==> src/rtl/puct_pkg.sv <==
package puct_pkg;

  localparam int MAX_CHILDREN_DEF = 256;

  localparam int IN_DATA_W  = 136;
  localparam int OUT_DATA_W = 56;

  localparam int SCALE_W  = 21;
  localparam int BASE_W   = 20;
  localparam int OFFSET_W = 21;
  localparam int RED_W    = 19;
  localparam int CFG_W    = 21;

  localparam int VISIT_W = 20;
  localparam int VSUM_W  = 37;
  localparam int PRIOR_W = 17;
  localparam int BEST_W  = 8;
  localparam int SCORE_W = 41;

  localparam int LOG_IN_W  = 21;
  localparam int LOG_RES_W = 21;

  localparam int DIV_W     = 57;
  localparam int DIVISOR_W = 21;
  localparam int STEP_W    = 6;

  localparam logic [STEP_W-1:0] SUM_DIV_STEPS = 6'd37;
  localparam logic [STEP_W-1:0] U_DIV_STEPS   = 6'd57;

  localparam logic [15:0] LN2_Q16 = 16'd45426;

  localparam logic [SCALE_W-1:0]  SCALE_RST  = 21'd65536;
  localparam logic [BASE_W-1:0]   BASE_RST   = 20'd19652;
  localparam logic [OFFSET_W-1:0] OFFSET_RST = 21'd81920;

  localparam logic signed [SCORE_W-1:0] SCORE_MAX = {1'b0, {(SCORE_W-1){1'b1}}};
  localparam logic signed [SCORE_W-1:0] SCORE_MIN = {1'b1, {(SCORE_W-1){1'b0}}};

  typedef enum logic [1:0] {
    REG_EXPLORE_SCALE       = 2'd0,
    REG_EXPLORE_BASE        = 2'd1,
    REG_EXPLORE_OFFSET      = 2'd2,
    REG_UNVISITED_REDUCTION = 2'd3
  } cfg_reg_t;

  typedef struct packed {
    logic              start;
    logic [STEP_W-1:0] steps;
  } div_ctl_t;

endpackage

==> src/rtl/puct_div.sv <==
module puct_div (
  input  logic                                 clk,
  input  logic                                 rst_n,
  input  puct_pkg::div_ctl_t                   ctl,
  input  logic [puct_pkg::DIV_W-1:0]           dividend,
  input  logic [puct_pkg::DIVISOR_W-1:0]       divisor,
  output logic                                 busy,
  output logic                                 done,
  output logic [puct_pkg::DIV_W-1:0]           quot
);

  logic                              busy_r, busy_nxt;
  logic                              done_r, done_nxt;
  logic [puct_pkg::STEP_W-1:0]       cnt_r, cnt_nxt;
  logic [puct_pkg::DIV_W-1:0]        q_r, q_nxt;
  logic [puct_pkg::DIVISOR_W-1:0]    rem_r, rem_nxt;
  logic [puct_pkg::DIVISOR_W-1:0]    d_r, d_nxt;
  logic [puct_pkg::DIVISOR_W:0]      trial;
  logic                              fits;

  assign trial = {rem_r, q_r[puct_pkg::DIV_W-1]};
  assign fits  = trial >= {1'b0, d_r};

  always_comb begin
    busy_nxt = busy_r;
    done_nxt = 1'b0;
    cnt_nxt  = cnt_r;
    q_nxt    = q_r;
    rem_nxt  = rem_r;
    d_nxt    = d_r;
    if (ctl.start) begin
      busy_nxt = 1'b1;
      cnt_nxt  = ctl.steps;
      q_nxt    = dividend;
      rem_nxt  = '0;
      d_nxt    = divisor;
    end else if (busy_r) begin
      // one restoring step: shift in the next dividend bit, subtract if it fits
      rem_nxt = fits ? puct_pkg::DIVISOR_W'(trial - {1'b0, d_r})
                     : trial[puct_pkg::DIVISOR_W-1:0];
      q_nxt   = {q_r[puct_pkg::DIV_W-2:0], fits};
      cnt_nxt = cnt_r - 1'b1;
      if (cnt_r == puct_pkg::STEP_W'(1)) begin
        busy_nxt = 1'b0;
        done_nxt = 1'b1;
      end
    end
  end

  always_ff @(posedge clk) begin
    if (!rst_n) begin
      busy_r <= 1'b0;
      done_r <= 1'b0;
      cnt_r  <= '0;
    end else begin
      busy_r <= busy_nxt;
      done_r <= done_nxt;
      cnt_r  <= cnt_nxt;
    end
    q_r   <= q_nxt;
    rem_r <= rem_nxt;
    d_r   <= d_nxt;
  end

  assign busy = busy_r;
  assign done = done_r;
  assign quot = q_r;

endmodule

==> config.mk <==
export PLATFORM = sky130hd
export DESIGN_NAME = puct_div
export DESIGN_NICKNAME = d
export VERILOG_FILES = /design/src/rtl/puct_pkg.sv /design/src/rtl/puct_div.sv
export SDC_FILE = /design/constraint.sdc
export NUM_CORES = 1
export LEC_CHECK = 0
export ABC_AREA = 1
export BUFFER_PORTS_ARGS = -buffer_cell sky130_fd_sc_hd__buf_2
export CAP_MARGIN = 20
export CELL_PAD_IN_SITES_DETAIL_PLACEMENT = 0
export CELL_PAD_IN_SITES_GLOBAL_PLACEMENT = 1
export CORE_MARGIN = 2
export CORE_UTILIZATION = 35
export CTS_CLUSTER_SIZE = 8
export DETAILED_ROUTE_END_ITERATION = 8
export PLACE_DENSITY_LB_ADDON = 0.2
export SYNTH_ARGS = -nofsm -noshare
export SYNTH_HDL_FRONTEND = slang
export SYNTH_SLANG_ARGS = --single-unit
==> constraint.sdc <==
create_clock -name clk -period 2.7 [get_ports clk]
set_input_delay 0.54 -clock clk [delete_from_list [all_inputs] [get_ports clk]]
set_output_delay 0.54 -clock clk [all_outputs]
set_load 0.02 [all_outputs]
==> results_dict.tcl <==
set metrics [dict create \
    die_x_um 135.4 \
    period_minus_slack_ps 2260 \
    syn_area_um2 6042 \
    grt_pass1_wl_um 25170 \
    finalSetupTns_ps 0 \
    min_from "divisor[17]" \
    fmax_ghz 0.4425 \
    cts.path.max_buffers 2 \
    yosys_warnings 0 \
    layout-drive-gt1-share_pct 21.80 \
    wirelength_um 15600 \
    required_ps 2930 \
    finalCritPeriodShare_pct 83.69 \
    worstPathArrival_ps 2490 \
    dp_hpwl_um 11450 \
    r2r_start "quot[56]" \
    p_int_mw 2.864 \
    max_stage_delay_ps 440 \
    core_um2 17060 \
    setup_viol 0 \
    routed_via_density 4.503 \
    clkSinkCount 107 \
    clkTransAtPathRegs_ps 80 \
    postCtsSetupRepairBufs 0 \
    die-area_um2 18330 \
    post-place-ws_ps 441.5 \
    place_area_um2 7004 \
    boundaryPins 146 \
    drc 0 \
    timing.final.ws_setup_ps 440.3 \
    fillCellCount 1810 \
    netlist_instances 775 \
    overflow 0 \
    vias 5169 \
    fin_area_um2 7300 \
    rows 48 \
    finalClockSkew_ps 12.90 \
    ys_top_cells_by_count "340 x nand2_1, 97 x inv_1, 78 x edfxtp_1" \
    cts_made_buffers 9 \
    ant_nets 0 \
    slew_headroom_pct 56.31 \
    syn_to_final_growth_pct 20.81 \
    ys_seq_area_share_pct 48.37 \
    cp-startpoint "quot[56]" \
    p_seq_share_pct 50.0 \
    path_class "reg -> reg" \
    start_util_pct 35.42 \
    drtPass1Iterations 4 \
    crit_path_cell_trace "inv_1 -> ha_1 -> inv_1 -> fa_1 -> nand2_1 -> nand3_2 -> nand2_2 -> nand2_2 -> nand2_4 -> buf_4 -> nand3_1 -> nand3_1 -> o21ai_1" \
    grt_use_total_pct 17.36 \
    synth_edf_count 78 \
    swShare_pct 27.71 \
    antenna_found_initial 0 \
    maxSlewViolCount 0 \
    hold_violations 0 \
    cts_max_level 3 \
    power.total_mw 3.962 \
    root_buffer "clkbuf_16" \
    post_drt_wl_per_cell_um 13.59 \
    cts.repair.resized 0 \
    peakVddDrop_mv 0.3402 \
    drv_cap 0 \
    clk_latency_ps 350 \
    tritoncts "yes" \
    clockPowerShare_pct 33.7 \
    worstSetupStartpointType "register" \
    p_leak_nw 3.794 \
    synth_fp_nets 886 \
    port_buffers 145 \
    rsz0062_at_grt "no" \
    synth_ff_type "edfxtp_1" \
    drt-initial-drc-count 229 \
    synth.most_common_cell "nand2_1" \
    cp_max_fo 14 \
    synth_area_leaders "edfxtp_1 39%, nand2_1 21%, dfxtp_1 9.6%" \
    dieHeight_um 135.4 \
    multiInputGateArea_um2 2604 \
    p_switching_mw 1.098 \
    netlist.top_cell.by_area "edfxtp_1" \
    synth_area_per_cell_um2 7.796 \
    synthArstFlopShare_pct 0 \
    status "completed" \
    comb_power_share_pct 16.3 \
    ff_latch_area_um2 2923 \
    place_congestion 0.7881 \
    worst_path_max_delay_cell "fa_1" \
    grt_max_degree 61 \
    yosysTopAreaCellShare_pct 38.77 \
    fin_nets 1028 \
    worstMarginPinSlew_ps 655.4 \
    hold_path.class "in -> reg" \
    ys_ff_latch 107 \
    powerDensity_nw_per_um2 542.7 \
    synthDistinctLibCells 34 \
    critPathCaptureType "register" \
    holdBufCountCts 0 \
    first_global_vias 5102 \
]
## worst max-delay path, delay by kind of cell (launching register included)
kind / cells / cell delay (ps)
AND/OR/NAND/NOR: 7 / 710
adder cells (fa/ha/maj): 2 / 580
buffers and inverters: 3 / 410
flip-flops: 1 / 380
AO/OA/AOI/OAI: 1 / 70
## per-stage QoR
step	util [%]	cells	hold WS (ps)
after floorplan	-	775	443.0
after global placement	41.07	1131	464.1
after detailed placement	41.07	1131	464.2
after CTS	42.78	1147	338.7
after global routing	42.78	1147	348.7
final	42.80	1148	360.2
## flip-flops by register name, summed over array words and instances (netlist names)
| name | flops |
|---|---|
| d_r | 21 |
| done | 1 |
| rem_r | 21 |
| busy | 1 |
| cnt_r | 6 |
| quot | 57 |
## cells in the final DEF, fill, tap and decap left out, drive strengths merged, types with 6 or more instances in the layout
cell / n
clkbuf: 11
buf: 153
nor3: 6
nand3: 63
a21oi: 16
edfxtp: 78
xnor2: 8
dfxtp: 29
nand3b: 12
nand2: 350
nor2: 35
inv: 105
ha: 23
o21ai: 14
## power by group through the flow
stage          clock (mW)  sequential, mW  combinational (mW)
2_1_floorplan           0            2.13               0.287
3_3_place_gp            0            2.02               0.657
3_5_place_dp            0            2.01               0.657
4_1_cts              1.39            1.98               0.657
5_1_grt              1.43            2.00               0.725
6_report             1.33            1.98               0.647
## routing by layer
layer / up-vias / track usage [%] / routed length [µm]
met5: - / 0 / 0
met4: 0 / 3.646 / 138
met3: 13 / 6.322 / 1202
met2: 142 / 27.86 / 6738
met1: 2277 / 22.59 / 7518
li1: 2737 / - / -
## cell families (layout without fill, tap and decap cells)
logic type	Yosys count	in the layout	synth area share, %
flops	107	107	48.37
fa+ha+maj	24	24	5.094
buf+inv	127	274	8.532
xor+xnor	9	9	1.305
other cells	0	1	0
simple gates	471	471	33.30
compound gates	37	37	3.396
## layout make-up
type	count	area share, %
multi-input cells	541	35.67
flip-flops and latches	107	40.04
clock buffers	11	3.188
diodes	1	0.03428
clock inverters	5	0.8228
well taps	225	3.857
repair buffers	153	10.97
inverters	105	5.417
## final timing paths
check                           cells past startpoint  slack [ps]         to
worst min-delay path                                1         360    d_r[17]
worst min register to register                      2         480  rem_r[18]
worst max-delay path                               13         440   rem_r[5]
worst max register to register                     13         440   rem_r[5]
No activity file was read; power rests on OpenSTA's default activity.
