File: config.mk
export PLATFORM = sky130hd
export DESIGN_NAME = puct_log
export DESIGN_NICKNAME = d
export VERILOG_FILES = /design/src/rtl/puct_pkg.sv /design/src/rtl/puct_log.sv
export SDC_FILE = /design/constraint.sdc
export NUM_CORES = 2
export LEC_CHECK = 0
export BUFFER_PORTS_ARGS = -buffer_cell sky130_fd_sc_hd__buf_2
export CAP_MARGIN = 0
export CELL_PAD_IN_SITES_DETAIL_PLACEMENT = 1
export CELL_PAD_IN_SITES_GLOBAL_PLACEMENT = 1
export CORE_MARGIN = 8
export CORE_UTILIZATION = 55
export CTS_CLUSTER_SIZE = 20
export DETAILED_ROUTE_END_ITERATION = 16
export PLACE_DENSITY_LB_ADDON = 0.08
export SKIP_CTS_REPAIR_TIMING = 1
export SLEW_MARGIN = 20
export SYNTH_ARGS = -nofsm -noshare
export SYNTH_HDL_FRONTEND = slang
export SYNTH_SLANG_ARGS = --single-unit
File: constraint.sdc
create_clock -name clk -period 12.2 [get_ports clk]
set_input_delay 2.44 -clock clk [delete_from_list [all_inputs] [get_ports clk]]
set_output_delay 2.44 -clock clk [all_outputs]
set_load 0.05 [all_outputs]
File: src/rtl/puct_pkg.sv
package puct_pkg;

  localparam int MAX_CHILDREN_DEF = 256;

  localparam int IN_DATA_W  = 136;
  localparam int OUT_DATA_W = 56;

  localparam int SCALE_W  = 21;
  localparam int BASE_W   = 20;
  localparam int OFFSET_W = 21;
  localparam int RED_W    = 19;
  localparam int CFG_W    = 21;

  localparam int VISIT_W = 20;
  localparam int VSUM_W  = 37;
  localparam int PRIOR_W = 17;
  localparam int BEST_W  = 8;
  localparam int SCORE_W = 41;

  localparam int LOG_IN_W  = 21;
  localparam int LOG_RES_W = 21;

  localparam int DIV_W     = 57;
  localparam int DIVISOR_W = 21;
  localparam int STEP_W    = 6;

  localparam logic [STEP_W-1:0] SUM_DIV_STEPS = 6'd37;
  localparam logic [STEP_W-1:0] U_DIV_STEPS   = 6'd57;

  localparam logic [15:0] LN2_Q16 = 16'd45426;

  localparam logic [SCALE_W-1:0]  SCALE_RST  = 21'd65536;
  localparam logic [BASE_W-1:0]   BASE_RST   = 20'd19652;
  localparam logic [OFFSET_W-1:0] OFFSET_RST = 21'd81920;

  localparam logic signed [SCORE_W-1:0] SCORE_MAX = {1'b0, {(SCORE_W-1){1'b1}}};
  localparam logic signed [SCORE_W-1:0] SCORE_MIN = {1'b1, {(SCORE_W-1){1'b0}}};

  typedef enum logic [1:0] {
    REG_EXPLORE_SCALE       = 2'd0,
    REG_EXPLORE_BASE        = 2'd1,
    REG_EXPLORE_OFFSET      = 2'd2,
    REG_UNVISITED_REDUCTION = 2'd3
  } cfg_reg_t;

  typedef struct packed {
    logic              start;
    logic [STEP_W-1:0] steps;
  } div_ctl_t;

endpackage

File: src/rtl/puct_log.sv
module puct_log (
  input  logic                               clk,
  input  logic                               rst_n,
  input  logic                               start,
  input  logic [puct_pkg::LOG_IN_W-1:0]      val,
  output logic                               done,
  output logic [puct_pkg::LOG_RES_W-1:0]     res
);

  logic        busy_r, busy_nxt;
  logic        done_r, done_nxt;
  logic [3:0]  cnt_r, cnt_nxt;
  logic [31:0] m_r, m_nxt;
  logic [15:0] frac_r, frac_nxt;
  logic [4:0]  k_r, k_nxt;
  logic [4:0]  lead;
  logic [puct_pkg::LOG_IN_W-1:0] v1;
  logic [63:0] sq;
  logic [32:0] sq_sh;

  assign v1 = (val == '0) ? puct_pkg::LOG_IN_W'(1) : val;

  always_comb begin
    lead = '0;
    for (int i = 0; i < puct_pkg::LOG_IN_W; i++) begin
      if (v1[i]) lead = 5'(i);
    end
  end

  assign sq    = m_r * m_r;
  assign sq_sh = sq[63:31];

  always_comb begin
    busy_nxt = busy_r;
    done_nxt = 1'b0;
    cnt_nxt  = cnt_r;
    m_nxt    = m_r;
    frac_nxt = frac_r;
    k_nxt    = k_r;
    if (start) begin
      busy_nxt = 1'b1;
      cnt_nxt  = '0;
      k_nxt    = lead;
      m_nxt    = {11'b0, v1} << (5'd31 - lead);
      frac_nxt = '0;
    end else if (busy_r) begin
      // square the mantissa, renormalize, take one fraction bit
      m_nxt    = sq_sh[32] ? sq_sh[32:1] : sq_sh[31:0];
      frac_nxt = {frac_r[14:0], sq_sh[32]};
      cnt_nxt  = cnt_r + 1'b1;
      if (cnt_r == 4'd15) begin
        busy_nxt = 1'b0;
        done_nxt = 1'b1;
      end
    end
  end

  always_ff @(posedge clk) begin
    if (!rst_n) begin
      busy_r <= 1'b0;
      done_r <= 1'b0;
      cnt_r  <= '0;
    end else begin
      busy_r <= busy_nxt;
      done_r <= done_nxt;
      cnt_r  <= cnt_nxt;
    end
    m_r    <= m_nxt;
    frac_r <= frac_nxt;
    k_r    <= k_nxt;
  end

  assign done = done_r;
  assign res  = {k_r, frac_r};

endmodule
==> qor_table.md <==
| Result | Value |
|---|---|
| Final routed DRC violation total | 0 |
| CP max FO | 17 |
| Level count of the clock H-tree | 3 |
| GR Overflow Total | 0 |
| Worst flop-to-flop path endpoint | m_r[23]$_DFFE_PP_ |
| Most frequent cell on the critical path | fa_1 |
| Result of the run | finished, final reports clean |
| Detailed Routing Iterations Pass 1 | 5 |
| Total via count after detailed routing | 23700 |
| Synth async-reset ratio | 0% |
| Post-DRT Antenna Nets | 0 |
| Worst path buffer plus inverter count | 6 |
| Worst slew pin tran | 0.986 ns |
| Delay of the slowest cell on the worst path | 1.00 ns |
| TritonCTS sink count | 59 |
| Number of vias per cell | 5.62 |
| Max_cap viols | 0 |
| Clock-pin slew on the worst setup and hold paths | 0.07 ns |
| Final count of hold timing violations | 0 |
| CTS max path bufs | 2 |
| Data arrival time of the worst path | 9.65 ns |
| Max Fclk | 0.104 GHz |
| Cell depth of the worst flop-to-flop path | 24 |
| Fill cell count | 6682 |
| Top delay family on crit path | adder cells |
| Global router's overall resource usage | 31.2% |
| Number of max-slew violations in the final report | 0 |
| Setup Total Neg Slack | 0 ns |
| Combined flip-flop and latch cell area | 1550 µm² |
| Commonest cells after routing, fill and taps aside | inv_1 (983), fa_1 (791), nand2_1 (306), ha_1 (297), and2_1 (232) |
| Kind of launch point of the worst setup path | flop |
| Input/output buffers | 45 |
| Clock tree from TritonCTS | built |
| Total wire length | 100000 µm |
| Routed WL per cell | 23.7 µm |
| EDFF count, synth | 37 |
| Seq/Total Area, Yosys | 4.79% |
| Die width | 259 µm |
| Die Area | 66900 µm² |
| Max transition margin | 34.3% |
| Most frequent standard cell in the layout excluding fill and tap cells | inv_1 |
| Die height | 259 µm |
| RSZ-0062 raised after global routing | false |
| Final Critical Period | 9.60 ns |
| Initial Utilization | 55.2% |
| Area of the multi-input gates | 26600 µm² |
| Critical R2R Launch | m_r[17]$_DFFE_PP_ |
| Total number of placement rows | 89 |
| Crit Path Category | flop to flop |
| Area inside the core boundary | 58700 µm² |
| HPWL after detailed placement | 82700 µm |
| Seq cells post-synth | 59 |
| Worst-case hold path end point | done$_SDFF_PP0_ |
| Final setup violation count | 0 |
| CP endpoint kind | flop |
| Sequence of cells on the critical path | buf_4, inv_1, nor2_1, fa_1, fa_1, fa_1, inv_1, fa_1, inv_1, fa_1, fa_1, fa_1, inv_1, fa_1, inv_1, ha_1, nand2_1, nor3_1, o41ai_4, o211ai_1, a311oi_2, nor3_1, or3_1, o311ai_0 |
| Average size of a mapped cell | 9.32 µm² |
| Worst hold path stage count | 2 |
| Total clock buffers created by CTS | 9 |
| Most used DFF post-synth | edfxtp_1 |
| Final cell utilization of the core | 57.4% |
| Initial antenna violation count | 0 |
| Nets | 4548 |
| Area overhead of the layout relative to synthesis | 4.02% |
| Clock root cell | clkbuf_16 |
| Maximum number of pins on one net before global-route repair | 72 |
| Netlist area before placement | 32400 µm² |
| Wire length of the first global-routing pass | 161000 µm |
| Cell count after synthesis | 3477 |
| Count of pins on the block boundary | 46 |
| Final period util | 78.7% |
| Routability congestion estimate from global placement | 0.918 |
| Fraction of layout instances using a drive strength above 1 | 3.92% |
| Post-Syn Nets | 4589 |
| Worst min-delay path startpoint | cnt_r[3]$_SDFFE_PP0P_ |
| Slowest cell on the critical path | edfxtp_1 |
| Yosys warnings | 0 |
| Clk_skew | 0.0165 ns |
| Worst reg2reg setup slack | 2.60 ns |
| Initial DRC Count | 1449 |
| Worst-Skew Late Latency | 0.35 ns |
| Required time worst endpoint | 12.25 ns |
| Worst hold path type | flop to flop |
| Count of cell types in the netlist | 72 |
| Via count of the first global-routing pass | 28365 |
worst max-delay path by stage:
stage,start,end,slack (ns),cells after the start
5_1_grt,m_r[4]$_DFFE_PP_,m_r[23]$_DFFE_PP_,2.34,23
3_5_place_dp,m_r[17]$_DFFE_PP_,m_r[23]$_DFFE_PP_,2.80,24
4_1_cts,m_r[17]$_DFFE_PP_,m_r[23]$_DFFE_PP_,2.72,24
6_report,m_r[17]$_DFFE_PP_,m_r[23]$_DFFE_PP_,2.60,24
3_3_place_gp,m_r[11]$_DFFE_PP_,m_r[23]$_DFFE_PP_,2.87,23
2_1_floorplan,m_r[5]$_DFFE_PP_,m_r[28]$_DFFE_PP_,4.31,28
sequential cells by signal, indices dropped and copies added, names as in the netlist:
signal,count
frac_r,16
done,1
busy_r,1
m_r,32
cnt_r,4
k_r,5
kinds of logic (layout without fill, tap and decap cells):
family	after synthesis	count (layout)	share of synthesized area [%]
buf+inv	1123	1087	13.1
other cells	0	1	0
flops	59	59	4.79
xor+xnor	75	75	2.03
simple gates	791	791	11.9
mux	69	69	2.20
fa+ha+maj	1088	1088	60.3
compound gates	272	272	5.65
layer usage:
metal,global-route usage [%],part of all wire [%],up-vias
li1,-,-,10247
met3,3.78,5.1,243
met4,14.1,5.2,0
met5,0,0,-
met1,37.7,38,12515
met2,55.3,52,695
stage by stage:
step | hold slack, ns | area (µm²) | setup WS, ns | std cells
after floorplan | 0.454 | 32400 | 4.31 | 3477
after global placement | 0.467 | 33400 | 2.87 | 4197
after detailed placement | 0.480 | 33400 | 2.80 | 4198
after CTS | 0.492 | 33700 | 2.72 | 4214
after global routing | 0.515 | 33700 | 2.34 | 4214
final | 0.487 | 33700 | 2.60 | 4215
final cells by class:
cell class	count	area share (%)
multi-input combinational	2295	79.0
inverter	985	11.0
sequential	59	4.61
tap	773	2.87
timing repair buffer	86	1.64
clock buffer	12	0.828
clock inverter	4	0.0854
antenna	1	0.00743
synthesized netlist by cell type, drive strengths merged (6+ instances only):
cell    number  area (µm²)
a31o        12         105
fa         791       15800
nor2b       14        87.6
o21bai      13        97.6
nor4         9        56.3
and2       232        1450
mux2         8        90.1
a221oi       7        61.3
nand2      306        1150
buf         15        81.3
inv        984        3690
a22oi        7        52.6
o31ai       10        75.1
o211ai       9        67.6
o21a         9        67.6
nor2       112         423
xor2        33         289
mux2i       60         601
and3        10        62.6
xnor2       42         368
ha         297        3720
nor3        24         120
dfxtp       22         440
clkbuf     123         462
or2          6        37.5
a21oi       78         402
edfxtp      37        1110
a21o        13        97.6
o21ai       49         245
a31oi       11        68.8
nand2b      20         125
nand3       26         130
or3          8        50.1
a211oi      10        75.1
nand4       17         106
tightest hold or removal path, stage by stage, from the launching register on:
cell	delay, ns
dfxtp_1	0.33
nand2_1	0.07
nor3_1	0.04
Power is left out: the tool's default activity adds up to more than one toggle a clock period on the data nets, which glitch-free logic cannot reach.
